===== config.mk =====
export PLATFORM = sky130hd
export DESIGN_NAME = actuator_slew_limiter_with_arming_core_flat
export DESIGN_NICKNAME = d
export VERILOG_FILES = /design/src/rtl/core/asl_pkg.sv /design/src/rtl/core/asl_if.sv /design/src/rtl/core/asl_lane.sv /design/src/rtl/core/asl_merge.sv /design/src/rtl/core/actuator_slew_limiter_with_arming_core.sv /design/src/flat_wrapper.sv
export SDC_FILE = /design/constraint.sdc
export NUM_CORES = 1
export LEC_CHECK = 0
export BUFFER_PORTS_ARGS = -buffer_cell sky130_fd_sc_hd__buf_2
export CAP_MARGIN = 5
export CORE_MARGIN = 3
export CORE_UTILIZATION = 58
export DETAILED_ROUTE_END_ITERATION = 10
export PLACE_DENSITY = 0.83
export SLEW_MARGIN = 20
export SYNTH_ARGS = -nofsm -noshare
export SYNTH_HDL_FRONTEND = slang
export SYNTH_HIERARCHICAL = 1
export SYNTH_SLANG_ARGS = --single-unit

===== constraint.sdc =====
create_clock -name clk -period 7.7 [get_ports clk]
set_clock_uncertainty 0.2 [all_clocks]
set_input_delay 0.77 -clock clk [delete_from_list [all_inputs] [get_ports clk]]
set_output_delay 0.77 -clock clk [all_outputs]
set_load 0.05 [all_outputs]

===== src/rtl/core/asl_pkg.sv =====
// Shared types, constants and command codes of the actuator slew limiter.
`default_nettype none
package asl_pkg;

  localparam int PULSE_W      = 12;
  localparam int CMD_W        = 3;
  localparam int CFG_IDX_W    = 3;
  localparam int CHANNELS_DEF = 4;
  localparam int CHANNELS_MAX = 8;

  typedef logic [PULSE_W-1:0] pulse_t;

  typedef enum logic [CMD_W-1:0] {
    CMD_UPDATE   = 3'd0,
    CMD_ARM      = 3'd1,
    CMD_DISARM   = 3'd2,
    CMD_FS_BLOCK = 3'd3,
    CMD_FS_CLEAR = 3'd4,
    CMD_SAFE     = 3'd5
  } cmd_t;

  typedef enum logic [CFG_IDX_W-1:0] {
    REG_SERVO_MIN     = 3'd0,
    REG_SERVO_MAX     = 3'd1,
    REG_SERVO_NEUTRAL = 3'd2,
    REG_MOTOR_STOP    = 3'd3,
    REG_MOTOR_MAX     = 3'd4,
    REG_MOTOR_ARM     = 3'd5,
    REG_SLEW_SERVO    = 3'd6,
    REG_SLEW_MOTOR    = 3'd7
  } reg_idx_t;

  typedef struct packed {
    pulse_t servo_min;
    pulse_t servo_max;
    pulse_t servo_neutral;
    pulse_t motor_stop;
    pulse_t motor_max;
    pulse_t motor_arm;
    pulse_t slew_servo;
    pulse_t slew_motor;
  } cfg_t;

  typedef struct packed {
    logic armed;
    logic failsafe;
  } flags_t;

  localparam cfg_t CFG_RESET = '{
    servo_min:     12'd1000,
    servo_max:     12'd2000,
    servo_neutral: 12'd1500,
    motor_stop:    12'd1000,
    motor_max:     12'd2000,
    motor_arm:     12'd1000,
    slew_servo:    12'd50,
    slew_motor:    12'd20
  };

endpackage
`default_nettype wire


===== src/rtl/core/asl_if.sv =====
// Channel interfaces: command beats, result beats and register writes.
`default_nettype none
interface asl_req_if;
  logic                  valid;
  logic                  ready;
  logic [asl_pkg::CMD_W-1:0] cmd;
  asl_pkg::pulse_t       target_wing_r;
  asl_pkg::pulse_t       target_wing_l;
  asl_pkg::pulse_t       target_rudder;
  asl_pkg::pulse_t       target_motor;

  modport source (output valid, cmd, target_wing_r, target_wing_l, target_rudder,
                  target_motor, input ready);
  modport sink (input valid, cmd, target_wing_r, target_wing_l, target_rudder,
                target_motor, output ready);
endinterface

interface asl_rsp_if;
  logic            valid;
  logic            ready;
  asl_pkg::pulse_t pulse_wing_r;
  asl_pkg::pulse_t pulse_wing_l;
  asl_pkg::pulse_t pulse_rudder;
  asl_pkg::pulse_t pulse_motor;
  logic            is_armed;
  logic            in_failsafe;
  logic            was_applied;

  modport source (output valid, pulse_wing_r, pulse_wing_l, pulse_rudder, pulse_motor,
                  is_armed, in_failsafe, was_applied, input ready);
  modport sink (input valid, pulse_wing_r, pulse_wing_l, pulse_rudder, pulse_motor,
                is_armed, in_failsafe, was_applied, output ready);
endinterface

interface asl_cfg_if;
  logic                          valid;
  logic                          ready;
  logic [asl_pkg::CFG_IDX_W-1:0] index;
  asl_pkg::pulse_t               data;

  modport source (output valid, index, data, input ready);
  modport sink (input valid, index, data, output ready);
endinterface
`default_nettype wire


===== src/rtl/core/asl_lane.sv =====
// One channel lane: clamp the target to the limits, then step toward it.
`default_nettype none
module asl_lane (
  input  asl_pkg::pulse_t cur,
  input  asl_pkg::pulse_t target,
  input  asl_pkg::pulse_t lo,
  input  asl_pkg::pulse_t hi,
  input  asl_pkg::pulse_t step,
  output asl_pkg::pulse_t result
);

  asl_pkg::pulse_t clamped;
  asl_pkg::pulse_t up_gap;
  asl_pkg::pulse_t down_gap;

  // With inverted limits, a target below the low limit gives the low limit and any other target the high limit.
  always_comb begin
    if (target < lo) begin
      clamped = lo;
    end else if (target > hi) begin
      clamped = hi;
    end else begin
      clamped = target;
    end
  end

  assign up_gap   = clamped - cur;
  assign down_gap = cur - clamped;

  // cur + step stays below clamped and cur - step above it, so neither side can wrap.
  always_comb begin
    if (clamped > cur) begin
      result = (up_gap <= step) ? clamped : cur + step;
    end else if (clamped < cur) begin
      result = (down_gap <= step) ? clamped : cur - step;
    end else begin
      result = cur;
    end
  end

endmodule
`default_nettype wire


===== src/rtl/core/asl_merge.sv =====
// Command decode: pick lane results, safe position or hold, and update the flags.
`default_nettype none
module asl_merge #(
  parameter int CHANNELS = asl_pkg::CHANNELS_DEF
) (
  input  logic [asl_pkg::CMD_W-1:0] cmd,
  input  asl_pkg::flags_t           flags,
  input  asl_pkg::pulse_t           cur [CHANNELS],
  input  asl_pkg::pulse_t           lane_result [CHANNELS],
  input  asl_pkg::pulse_t           servo_neutral,
  input  asl_pkg::pulse_t           motor_stop,
  output asl_pkg::pulse_t           pulse_next [CHANNELS],
  output asl_pkg::flags_t           flags_next,
  output logic                      applied
);

  localparam int MOTOR = CHANNELS - 1;

  logic write_all;
  logic write_motor;
  logic go_safe;

  always_comb begin
    write_all   = 1'b0;
    write_motor = 1'b0;
    go_safe     = 1'b0;
    applied     = 1'b0;
    flags_next  = flags;
    case (asl_pkg::cmd_t'(cmd))
      asl_pkg::CMD_UPDATE: begin
        if (flags.armed && !flags.failsafe) begin
          write_all = 1'b1;
          applied   = 1'b1;
        end
      end
      asl_pkg::CMD_ARM: begin
        if (!flags.failsafe && !flags.armed) begin
          write_motor      = 1'b1;
          flags_next.armed = 1'b1;
          applied          = 1'b1;
        end
      end
      asl_pkg::CMD_DISARM: begin
        // Failsafe stays set; only the pulses and the arm flag drop.
        if (flags.armed || flags.failsafe) begin
          go_safe          = 1'b1;
          flags_next.armed = 1'b0;
          applied          = 1'b1;
        end
      end
      asl_pkg::CMD_FS_BLOCK: begin
        if (!flags.failsafe) begin
          go_safe             = 1'b1;
          flags_next.armed    = 1'b0;
          flags_next.failsafe = 1'b1;
          applied             = 1'b1;
        end
      end
      asl_pkg::CMD_FS_CLEAR: begin
        if (flags.failsafe) begin
          go_safe             = 1'b1;
          flags_next.armed    = 1'b0;
          flags_next.failsafe = 1'b0;
          applied             = 1'b1;
        end
      end
      asl_pkg::CMD_SAFE: begin
        go_safe = 1'b1;
        applied = 1'b1;
      end
      default: begin
      end
    endcase
  end

  for (genvar g = 0; g < CHANNELS; g++) begin : g_ch
    always_comb begin
      if (go_safe) begin
        pulse_next[g] = (g == MOTOR) ? motor_stop : servo_neutral;
      end else if (write_all || (write_motor && (g == MOTOR))) begin
        pulse_next[g] = lane_result[g];
      end else begin
        pulse_next[g] = cur[g];
      end
    end
  end

endmodule
`default_nettype wire


===== src/rtl/core/actuator_slew_limiter_with_arming_core.sv =====
// Top level of the actuator slew limiter with arming and failsafe.
// Drives CHANNELS stored pulse widths (last channel is the motor, the rest
// servos) and answers every command beat with one result beat that carries the
// pulses and flags after the command. Each channel has its own clamp-and-slew
// lane and all lanes run in the same cycle, so a command is taken every clock
// unless the result port stalls. The result is registered, and a new command is
// accepted while the previous result sits in the output register if that result
// is taken in the same cycle. Register writes go through a separate always-ready
// port and are meant for idle periods; they take effect on the next command.
`default_nettype none
module actuator_slew_limiter_with_arming_core #(
  parameter int CHANNELS = asl_pkg::CHANNELS_DEF
) (
  input logic       clk,
  input logic       rst,
  asl_cfg_if.sink   cfg,
  asl_req_if.sink   req,
  asl_rsp_if.source rsp
);

  localparam int MOTOR = CHANNELS - 1;

  asl_pkg::cfg_t   regs;
  asl_pkg::pulse_t pulse [CHANNELS];
  asl_pkg::pulse_t pulse_next [CHANNELS];
  asl_pkg::pulse_t lane_result [CHANNELS];
  asl_pkg::flags_t flags;
  asl_pkg::flags_t flags_next;
  logic            applied;
  logic            accept;
  asl_pkg::pulse_t map_wing_r;
  asl_pkg::pulse_t map_wing_l;
  asl_pkg::pulse_t map_rudder;

  assign cfg.ready = 1'b1;
  assign req.ready = !rsp.valid || rsp.ready;
  assign accept    = req.valid && req.ready;

  always_ff @(posedge clk) begin
    if (rst) begin
      regs <= asl_pkg::CFG_RESET;
    end else if (cfg.valid) begin
      case (asl_pkg::reg_idx_t'(cfg.index))
        asl_pkg::REG_SERVO_MIN:     regs.servo_min     <= cfg.data;
        asl_pkg::REG_SERVO_MAX:     regs.servo_max     <= cfg.data;
        asl_pkg::REG_SERVO_NEUTRAL: regs.servo_neutral <= cfg.data;
        asl_pkg::REG_MOTOR_STOP:    regs.motor_stop    <= cfg.data;
        asl_pkg::REG_MOTOR_MAX:     regs.motor_max     <= cfg.data;
        asl_pkg::REG_MOTOR_ARM:     regs.motor_arm     <= cfg.data;
        asl_pkg::REG_SLEW_SERVO:    regs.slew_servo    <= cfg.data;
        asl_pkg::REG_SLEW_MOTOR:    regs.slew_motor    <= cfg.data;
        default: begin
        end
      endcase
    end
  end

  for (genvar g = 0; g < CHANNELS; g++) begin : g_lane
    asl_pkg::pulse_t target;
    asl_pkg::pulse_t lo;
    asl_pkg::pulse_t hi;
    asl_pkg::pulse_t step;

    if (g == MOTOR) begin : g_motor
      // Arm drives the motor lane with the arm pulse instead of the target.
      assign target = (asl_pkg::cmd_t'(req.cmd) == asl_pkg::CMD_ARM) ?
                      regs.motor_arm : req.target_motor;
      assign lo     = regs.motor_stop;
      assign hi     = regs.motor_max;
      assign step   = regs.slew_motor;
    end else begin : g_servo
      if (g == 0) begin : g_wr
        assign target = req.target_wing_r;
      end else if (g == 1) begin : g_wl
        assign target = req.target_wing_l;
      end else begin : g_rud
        assign target = req.target_rudder;
      end
      assign lo   = regs.servo_min;
      assign hi   = regs.servo_max;
      assign step = regs.slew_servo;
    end

    asl_lane u_lane (
      .cur    (pulse[g]),
      .target (target),
      .lo     (lo),
      .hi     (hi),
      .step   (step),
      .result (lane_result[g])
    );
  end

  asl_merge #(
    .CHANNELS (CHANNELS)
  ) u_merge (
    .cmd           (req.cmd),
    .flags         (flags),
    .cur           (pulse),
    .lane_result   (lane_result),
    .servo_neutral (regs.servo_neutral),
    .motor_stop    (regs.motor_stop),
    .pulse_next    (pulse_next),
    .flags_next    (flags_next),
    .applied       (applied)
  );

  // Servo fields with no servo channel behind them read as zero.
  if (MOTOR > 0) begin : g_map_wr
    assign map_wing_r = pulse_next[0];
  end else begin : g_zero_wr
    assign map_wing_r = '0;
  end
  if (MOTOR > 1) begin : g_map_wl
    assign map_wing_l = pulse_next[1];
  end else begin : g_zero_wl
    assign map_wing_l = '0;
  end
  if (MOTOR > 2) begin : g_map_rud
    assign map_rudder = pulse_next[2];
  end else begin : g_zero_rud
    assign map_rudder = '0;
  end

  for (genvar g = 0; g < CHANNELS; g++) begin : g_state
    always_ff @(posedge clk) begin
      if (rst) begin
        pulse[g] <= (g == MOTOR) ? asl_pkg::CFG_RESET.motor_stop :
                                   asl_pkg::CFG_RESET.servo_neutral;
      end else if (accept) begin
        pulse[g] <= pulse_next[g];
      end
    end
  end

  always_ff @(posedge clk) begin
    if (rst) begin
      flags     <= '0;
      rsp.valid <= 1'b0;
    end else begin
      if (accept) begin
        flags     <= flags_next;
        rsp.valid <= 1'b1;
      end else if (rsp.ready) begin
        rsp.valid <= 1'b0;
      end
    end
  end

  // Load the result beat; hold it while the sink stalls.
  always_ff @(posedge clk) begin
    if (accept) begin
      rsp.pulse_wing_r <= map_wing_r;
      rsp.pulse_wing_l <= map_wing_l;
      rsp.pulse_rudder <= map_rudder;
      rsp.pulse_motor  <= pulse_next[MOTOR];
      rsp.is_armed     <= flags_next.armed;
      rsp.in_failsafe  <= flags_next.failsafe;
      rsp.was_applied  <= applied;
    end
  end

  a_flags_exclusive: assert property (@(posedge clk) disable iff (rst)
    !(flags.armed && flags.failsafe))
    else $error("armed and failsafe set together");

  a_safe_applied: assert property (@(posedge clk) disable iff (rst)
    (accept && (asl_pkg::cmd_t'(req.cmd) == asl_pkg::CMD_SAFE)) |=>
      (rsp.valid && rsp.was_applied && (rsp.pulse_motor == regs.motor_stop)))
    else $error("safe position not applied");

  a_block_sets_failsafe: assert property (@(posedge clk) disable iff (rst)
    (accept && (asl_pkg::cmd_t'(req.cmd) == asl_pkg::CMD_FS_BLOCK)) |=>
      (flags.failsafe && !flags.armed && rsp.in_failsafe))
    else $error("failsafe block did not take hold");

  a_result_tracks_state: assert property (@(posedge clk) disable iff (rst)
    rsp.valid |-> ((rsp.pulse_motor == pulse[MOTOR]) &&
                   (rsp.is_armed == flags.armed) &&
                   (rsp.in_failsafe == flags.failsafe)))
    else $error("result beat differs from stored state");

endmodule
`default_nettype wire

===== src/flat_wrapper.sv =====
// flat-port wrapper written by rule: the top's interface ports become plain ports
module actuator_slew_limiter_with_arming_core_flat 
#(
  parameter int CHANNELS = asl_pkg::CHANNELS_DEF
)
  (clk, rst, cfg_valid, cfg_index, cfg_data, cfg_ready, req_valid, req_cmd, req_target_wing_r, req_target_wing_l, req_target_rudder, req_target_motor, req_ready, rsp_valid, rsp_pulse_wing_r, rsp_pulse_wing_l, rsp_pulse_rudder, rsp_pulse_motor, rsp_is_armed, rsp_in_failsafe, rsp_was_applied, rsp_ready);
  asl_cfg_if cfg_i ();
  asl_req_if req_i ();
  asl_rsp_if rsp_i ();
  input logic clk;
  input logic rst;
  input wire logic [$bits(cfg_i.valid)-1:0] cfg_valid;
  input wire logic [$bits(cfg_i.index)-1:0] cfg_index;
  input wire logic [$bits(cfg_i.data)-1:0] cfg_data;
  output wire logic [$bits(cfg_i.ready)-1:0] cfg_ready;
  input wire logic [$bits(req_i.valid)-1:0] req_valid;
  input wire logic [$bits(req_i.cmd)-1:0] req_cmd;
  input wire logic [$bits(req_i.target_wing_r)-1:0] req_target_wing_r;
  input wire logic [$bits(req_i.target_wing_l)-1:0] req_target_wing_l;
  input wire logic [$bits(req_i.target_rudder)-1:0] req_target_rudder;
  input wire logic [$bits(req_i.target_motor)-1:0] req_target_motor;
  output wire logic [$bits(req_i.ready)-1:0] req_ready;
  output wire logic [$bits(rsp_i.valid)-1:0] rsp_valid;
  output wire logic [$bits(rsp_i.pulse_wing_r)-1:0] rsp_pulse_wing_r;
  output wire logic [$bits(rsp_i.pulse_wing_l)-1:0] rsp_pulse_wing_l;
  output wire logic [$bits(rsp_i.pulse_rudder)-1:0] rsp_pulse_rudder;
  output wire logic [$bits(rsp_i.pulse_motor)-1:0] rsp_pulse_motor;
  output wire logic [$bits(rsp_i.is_armed)-1:0] rsp_is_armed;
  output wire logic [$bits(rsp_i.in_failsafe)-1:0] rsp_in_failsafe;
  output wire logic [$bits(rsp_i.was_applied)-1:0] rsp_was_applied;
  input wire logic [$bits(rsp_i.ready)-1:0] rsp_ready;
  assign cfg_i.valid = cfg_valid;
  assign cfg_i.index = cfg_index;
  assign cfg_i.data = cfg_data;
  assign cfg_ready = cfg_i.ready;
  assign req_i.valid = req_valid;
  assign req_i.cmd = req_cmd;
  assign req_i.target_wing_r = req_target_wing_r;
  assign req_i.target_wing_l = req_target_wing_l;
  assign req_i.target_rudder = req_target_rudder;
  assign req_i.target_motor = req_target_motor;
  assign req_ready = req_i.ready;
  assign rsp_valid = rsp_i.valid;
  assign rsp_pulse_wing_r = rsp_i.pulse_wing_r;
  assign rsp_pulse_wing_l = rsp_i.pulse_wing_l;
  assign rsp_pulse_rudder = rsp_i.pulse_rudder;
  assign rsp_pulse_motor = rsp_i.pulse_motor;
  assign rsp_is_armed = rsp_i.is_armed;
  assign rsp_in_failsafe = rsp_i.in_failsafe;
  assign rsp_was_applied = rsp_i.was_applied;
  assign rsp_i.ready = rsp_ready;
  actuator_slew_limiter_with_arming_core #(.CHANNELS(CHANNELS)) u_core (.clk(clk), .rst(rst), .cfg(cfg_i), .req(req_i), .rsp(rsp_i));
endmodule

* Yosys cells after proc, flatten, opt, wreduce, memory -nomap -nowiden *
Index checks and enable logic that the tools add are counted.

cells by class
  $add $sub $neg = 16
  $mul = 0
  divide/modulo/power cells = 0
  order comparisons = 24
  eq/ne operators = 12
  shifts and indexed selects = 0
  mux-type cells = 50
  bitwise operators = 0
  reduce and logical (&&, ||, !) cells = 20

operator list
  kind                number
  $mux 12             33
  $sub 12x12->12      12
  $gt 12x12->1        8
  $le 12x12->1        8
  $lt 12x12->1        8
  $add 12x12->12      4
  $eq 3x3->1 const B  6
  $reduce_and 2->1    8
  $eq 3x2->1 const B  4
  $mux 1              11
  $pmux 1 s4          2
  $eq 3x1->1 const B  2
  $logic_not 3->1     2
  $pmux 1 s6          1
  $mux 2              2
  $logic_and 1x1->1   3
  $logic_not 1->1     3
  $logic_or 1x1->1    3
  $pmux 1 s2          1
  $reduce_bool 2->1   1

word-level totals
  register bits after elaboration = 198
  bits in latches = 0
  RAM bits = 0
  bits in read-only memories = 0
  input bits = 71
  output and inout bits = 54
  logic and storage cells = 144
  memories kept = 0

* Depth between registers and ports, before layout *
  depth in word-level cells = 12
  depth in mapped cells = 36
  depth with buffers taken out = 35

* By module *
The synthesis kept the hierarchy.

by module, submodules not included
  module                                  instances  cells each  area each (µm²)  seq. area each (µm²)
  actuator_slew_limiter_with_arming_core  1          655         7338.3           4474.3
  asl_lane (u_core.g_lane[0].u_lane)      1          573         4197.8           0.0
  asl_lane (u_core.g_lane[2].u_lane)      1          525         3875.0           0.0
  asl_lane (u_core.g_lane[3].u_lane)      1          532         3854.9           0.0
  asl_lane (u_core.g_lane[1].u_lane)      1          519         3789.9           0.0
  asl_merge                               1          125         1360.1           0.0

* Least setup slack after synthesis *
Ideal clock, no wire load.

  kind = input-to-reg
  from = in req_cmd[1]
  to = reg u_core.rsp.pulse_motor[11], data pin
  setup time = 0.263 ns
  data arrival time = 7.232 ns
  data required time = 7.237 ns
  setup slack = 0.005 ns
  stages = 34
  path buffers = 2
  cell sequence = nor3b_1 buf_4 mux2_2 ha_1 a211oi_1 o21ai_1 o211ai_1 o311ai_1 a31oi_1 buf_2 nand2_1 o21ai_1 ha_1 inv_1 fa_1 a21o_1 a21oi_1 o21bai_1 a21oi_1 o21ai_1 a21o_1 a21oi_1 xnor2_1 ha_1 a21oi_1 nand2_1 a21o_1 o31ai_2 nor2_4 o21bai_2 nor3b_2 a221oi_2 mux2_2 mux2_2

RTL lines
  element                 RTL line                                       text
  start: declaration      flat_wrapper.sv:17                             input wire logic [$bits(req_i.cmd)-1:0] req_cmd;
  end signal: assignment  actuator_slew_limiter_with_arming_core.sv:156  rsp.pulse_motor <= pulse_next[MOTOR];
  end: declaration        asl_if.sv:29                                   modport source (output valid, pulse_wing_r, pulse_wing_l, pulse_rudder, pulse_motor,

==> impl_metrics.yaml <==
cts:
  cts_htree_levels: 4
  clk_path_buf_depth: 2
  clk_pin_slew_worst_paths_ns: 0.08
  clock_sink_count: 198
  ctsHoldBuffers: 0
  root_buffer: "clkbuf_16"
  cts_tree: "done"
  numCtsBuffers: 17
  clkLatencyLatePin_ns: 0.47
global_route:
  grt_pass1_wl_mm: 125
  grt_max_degree: 94
  top_usage_layer: "met2"
  use_met2: 0.573
  antenna_found_initial: 0
  grt_util_met1: 0.481
  overflow: 0
  grt_usage: 0.356
  grt_pass1_vias: 22368
  grt_use_met3: 0.0649
synthesis:
  yosysUniqueCellTypes: 128
  async_flop_share: 0
  yosysTopAreaCell: "ha_1"
  netlist_instances: 2929
  yosys_register_bits: 198
  ys.flop_type: "dfxtp_1"
  synth_area_mm2: 0.0244
  synth_nets: 3384
  yosys_warnings: 6
  avgSynthCellArea_um2: 8.34
  ys_top_cells_by_area: "ha_1 19%, dfxtp_1 12%, edfxtp_1 6.3%"
  synth-seq-area-share: 0.183
  synth_edf_count: 51
  synth_top_area_share: 0.189
placement:
  routabilityCongestion: 1.02
  placed_cell_area_mm2: 0.0264
  dp_hpwl_mm: 64.8
  numPortBuffers: 123
floorplan:
  core.rowCount: 74
  die_y_um: 211
  core_area_mm2: 0.0412
  io_pins: 125
  die_area_mm2: 0.0446
  dieWidth_um: 211
  start_util: 0.593
pwr:
  p_total_w: 0.00436
  intPower_w: 0.00255
  cellLeakagePower_nw: 12.2
  power.density_mw_per_mm2: 160
  power_frac_comb: 0.531
  worst_ir_drop_vdd_uv: 143
  seqPwrFrac: 0.260
  clkPwrFrac: 0.208
  p_sw_frac: 0.416
  switching_power_w: 0.00181
drt:
  vias: 23344
  wl_mm: 82.4
  wire_per_inst_um: 22.4
  firstDrtPassIters: 7
  drt-initial-drc-count: 2243
  drc: 0
  vias_per_cell: 6.33
  drt.antenna.violating_nets: 0
setup_path:
  crit_arrival_ns: 7.62
  end_kind: "flip-flop"
  path_class: "reg -> reg"
  crit_path_top_delay_cell: "dfxtp_1"
  r2r-start: "u_core/g_lane[0].hi[6]$_SDFFE_PP1P_"
  startpoint_type: "flip-flop"
  crit_end: "u_core/pulse[18]$_SDFFE_PP1P_"
  reg2regPathDepth: 31
  cp_data_required_time_ns: 7.82
  cp_slowest_stage_delay_ns: 0.59
  cp-startpoint: "u_core/g_lane[0].hi[6]$_SDFFE_PP1P_"
  reg2reg_slack_ns: 0.20
  critPathMaxFanout: 10
  r2r_end: "u_core/pulse[18]$_SDFFE_PP1P_"
finish:
  final-seq-area_mm2: 0.00449
  post-route-cell-area_mm2: 0.0272
  multi_input_area_mm2: 0.0181
  layout-drive-gt1-share: 0.203
  areaGrowthSynthToFinish_pct: 11.4
  antenna_cells: 0
  fin_nets: 3597
  n_fill_cell: 3473
min_path:
  min_path_type: "reg -> reg"
sta:
  maxSlewHeadroom: 0.289
  tightest_slew_ns: 1.04
  slew_viol_final: 0
  setup_viol: 0
  rsz0062_at_grt: "true"
  fmax_mhz: 133
  finalCritPeriodShare: 0.974
  worst_hold_slack_ns: 0.278
  period_minus_slack_ns: 7.50
  hold_viol_final: 0
run_status:
  outcome: "finished, final reports clean"
run:
  drv_cap: 0
## layout make-up
cell class                      count  area share
Clock buffer                       18      0.0161
Clock inverter                     14     0.00543
Inverter                          303      0.0418
Multi-Input combinational cell   2291       0.665
Sequential cell                   198       0.165
Tap cell                          532      0.0245
Timing Repair Buffer              331      0.0818
## metrics by stage
| stage | TNS (ns) | utilization | cells | worst slack, ns |
|---|---|---|---|---|
| 5_1_grt | -0.134 | 0.660 | 3687 | -0.0912 |
| 6_report | 0 | 0.660 | 3687 | 0.202 |
| 3_5_place_dp | -1.36 | 0.640 | 3650 | -0.149 |
| 4_1_cts | 0 | 0.654 | 3682 | 0.168 |
| 3_3_place_gp | 0 | 0.640 | 3650 | 0.0209 |
| 2_1_floorplan | 0 | - | 2929 | 0.00512 |
## worst min path at each step
stage / slack (ns) / start / end / cells past startpoint
after floorplan: 0.25 / u_core/g_lane[3].step[10]$_SDFFE_PP0P_ / u_core/g_lane[3].step[10]$_SDFFE_PP0P_ / 2
after global placement: 0.26 / u_core/g_lane[3].step[5]$_SDFFE_PP0P_ / u_core/g_lane[3].step[5]$_SDFFE_PP0P_ / 2
after detailed placement: 0.27 / u_core/g_lane[3].step[5]$_SDFFE_PP0P_ / u_core/g_lane[3].step[5]$_SDFFE_PP0P_ / 2
after CTS: 0.28 / u_core/g_lane[3].step[5]$_SDFFE_PP0P_ / u_core/g_lane[3].step[5]$_SDFFE_PP0P_ / 2
after global routing: 0.31 / u_core/g_lane[3].step[3]$_SDFFE_PP0P_ / u_core/g_lane[3].step[3]$_SDFFE_PP0P_ / 2
final: 0.28 / u_core/g_lane[3].step[5]$_SDFFE_PP0P_ / u_core/g_lane[3].step[5]$_SDFFE_PP0P_ / 2
## cell families (layout without fill, tap and decap cells)
logic type | Yosys count | count (layout) | share of synthesized area
buffers and inverters | 441 | 666 | 0.0843
AOI/OAI and AO/OA | 765 | 766 | 0.215
adders and majority gates | 384 | 384 | 0.202
DFF | 198 | 198 | 0.183
xor gates and xnor gates | 134 | 134 | 0.0481
muxes | 239 | 239 | 0.107
and+or+nand+nor | 767 | 767 | 0.161
other | 1 | 1 | 0.000154
## sequential cells by signal, indices dropped and copies added, names as in the netlist
name,cells
u_core/pulse,48
u_core/g_lane.lo,24
u_core/g_lane.hi,24
u_core/rsp.in_failsafe,1
u_core/rsp.was_applied,1
u_core/rsp.pulse_wing_l,12
u_core/flags,2
u_core/rsp.is_armed,1
u_core/rsp.pulse_rudder,12
u_core/rsp.valid,1
u_core/g_lane.step,24
u_core/rsp.pulse_motor,12
u_core/rsp.pulse_wing_r,12
u_core/regs,24
## layer usage
metal | vias up | routed length [µm] | part of all wire
met5 | - | 0 | 0
met3 | 216 | 7450 | 0.090
li1 | 10912 | - | -
met2 | 1096 | 36500 | 0.44
met4 | 0 | 3410 | 0.041
met1 | 11120 | 35100 | 0.43
## cells in the final DEF (no fill, tap or decap), types with 10 or more instances in the layout
| cell type | Yosys | layout |
|---|---|---|
| o221ai_1 | 13 | 13 |
| mux2_2 | 98 | 98 |
| nand3_1 | 57 | 57 |
| nor3_2 | 9 | 10 |
| inv_1 | 298 | 298 |
| mux2i_1 | 124 | 124 |
| nand2b_1 | 32 | 32 |
| o21ai_1 | 29 | 29 |
| mux2_4 | 13 | 13 |
| buf_2 | 45 | 122 |
| ha_1 | 368 | 368 |
| a21oi_2 | 8 | 19 |
| nor3b_1 | 11 | 10 |
| or3_1 | 16 | 15 |
| nand4_1 | 53 | 53 |
| dfxtp_1 | 147 | 134 |
| o31ai_1 | 13 | 13 |
| buf_4 | 21 | 204 |
| dfxtp_2 | 0 | 13 |
| o211ai_1 | 23 | 23 |
| xor2_1 | 51 | 51 |
| nand2_1 | 153 | 153 |
| nor2b_1 | 41 | 41 |
| o21bai_1 | 18 | 18 |
| edfxtp_1 | 51 | 51 |
| nor2_1 | 233 | 233 |
| fa_1 | 16 | 15 |
| nor3_1 | 83 | 82 |
| a211o_1 | 10 | 10 |
| a21oi_1 | 292 | 281 |
| a22oi_1 | 12 | 12 |
| a21bo_2 | 24 | 24 |
| xnor2_1 | 83 | 83 |
| a211oi_1 | 24 | 22 |
| a21o_1 | 59 | 58 |
| o21ai_0 | 77 | 73 |
| o21a_1 | 18 | 18 |
| clkbuf_16 | 0 | 17 |
| a221o_1 | 14 | 14 |
## cell usage after synthesis, types with 11 or more instances
cell type	instances
a211oi_1	24
xor2_1	51
o21a_1	18
fa_1	16
o211ai_1	23
nor2_1	233
a21oi_1	292
nand3_1	57
nand2b_1	32
buf_6	29
o221ai_1	13
mux2_4	13
o21ai_0	77
nor3b_1	11
nand2_1	153
ha_1	368
mux2_2	98
or3_1	16
a22oi_1	12
mux2i_1	124
dfxtp_1	147
xnor2_1	83
o21bai_1	18
buf_4	21
nor3_1	83
o21ai_1	29
a21o_1	59
a221oi_1	11
inv_1	298
a221o_1	14
a31oi_1	14
a21bo_2	24
clkbuf_1	35
o31ai_1	13
edfxtp_1	51
nand4_1	53
buf_2	45
nor2b_1	41
## worst max-delay path, delay by kind of cell (launching register included)
kind	cells	cell delay, ns
AOI/OAI and AO/OA	11	2.14
DFF	1	0.59
muxes	6	1.51
and+or+nand+nor	6	1.11
adders and majority gates	3	0.96
buffers and inverters	5	0.85
## timing repair
| item | in CTS | in global routing |
|---|---|---|
| setup buffers | 0 | 4 |
| resized for setup | 0 | 54 |
| setup endpoints to repair | 0 | 82 |
## power groups by stage
stage	Sequential, W	Clock (W)	Combinational, W
2_1_floorplan	0.00118	0	0.00142
3_3_place_gp	0.00116	0	0.00218
3_5_place_dp	0.00116	0	0.00221
4_1_cts	0.00113	0.000917	0.00223
5_1_grt	0.00114	0.000952	0.00251
6_report	0.00114	0.000909	0.00232
Power figures use the tool's default switching activity.
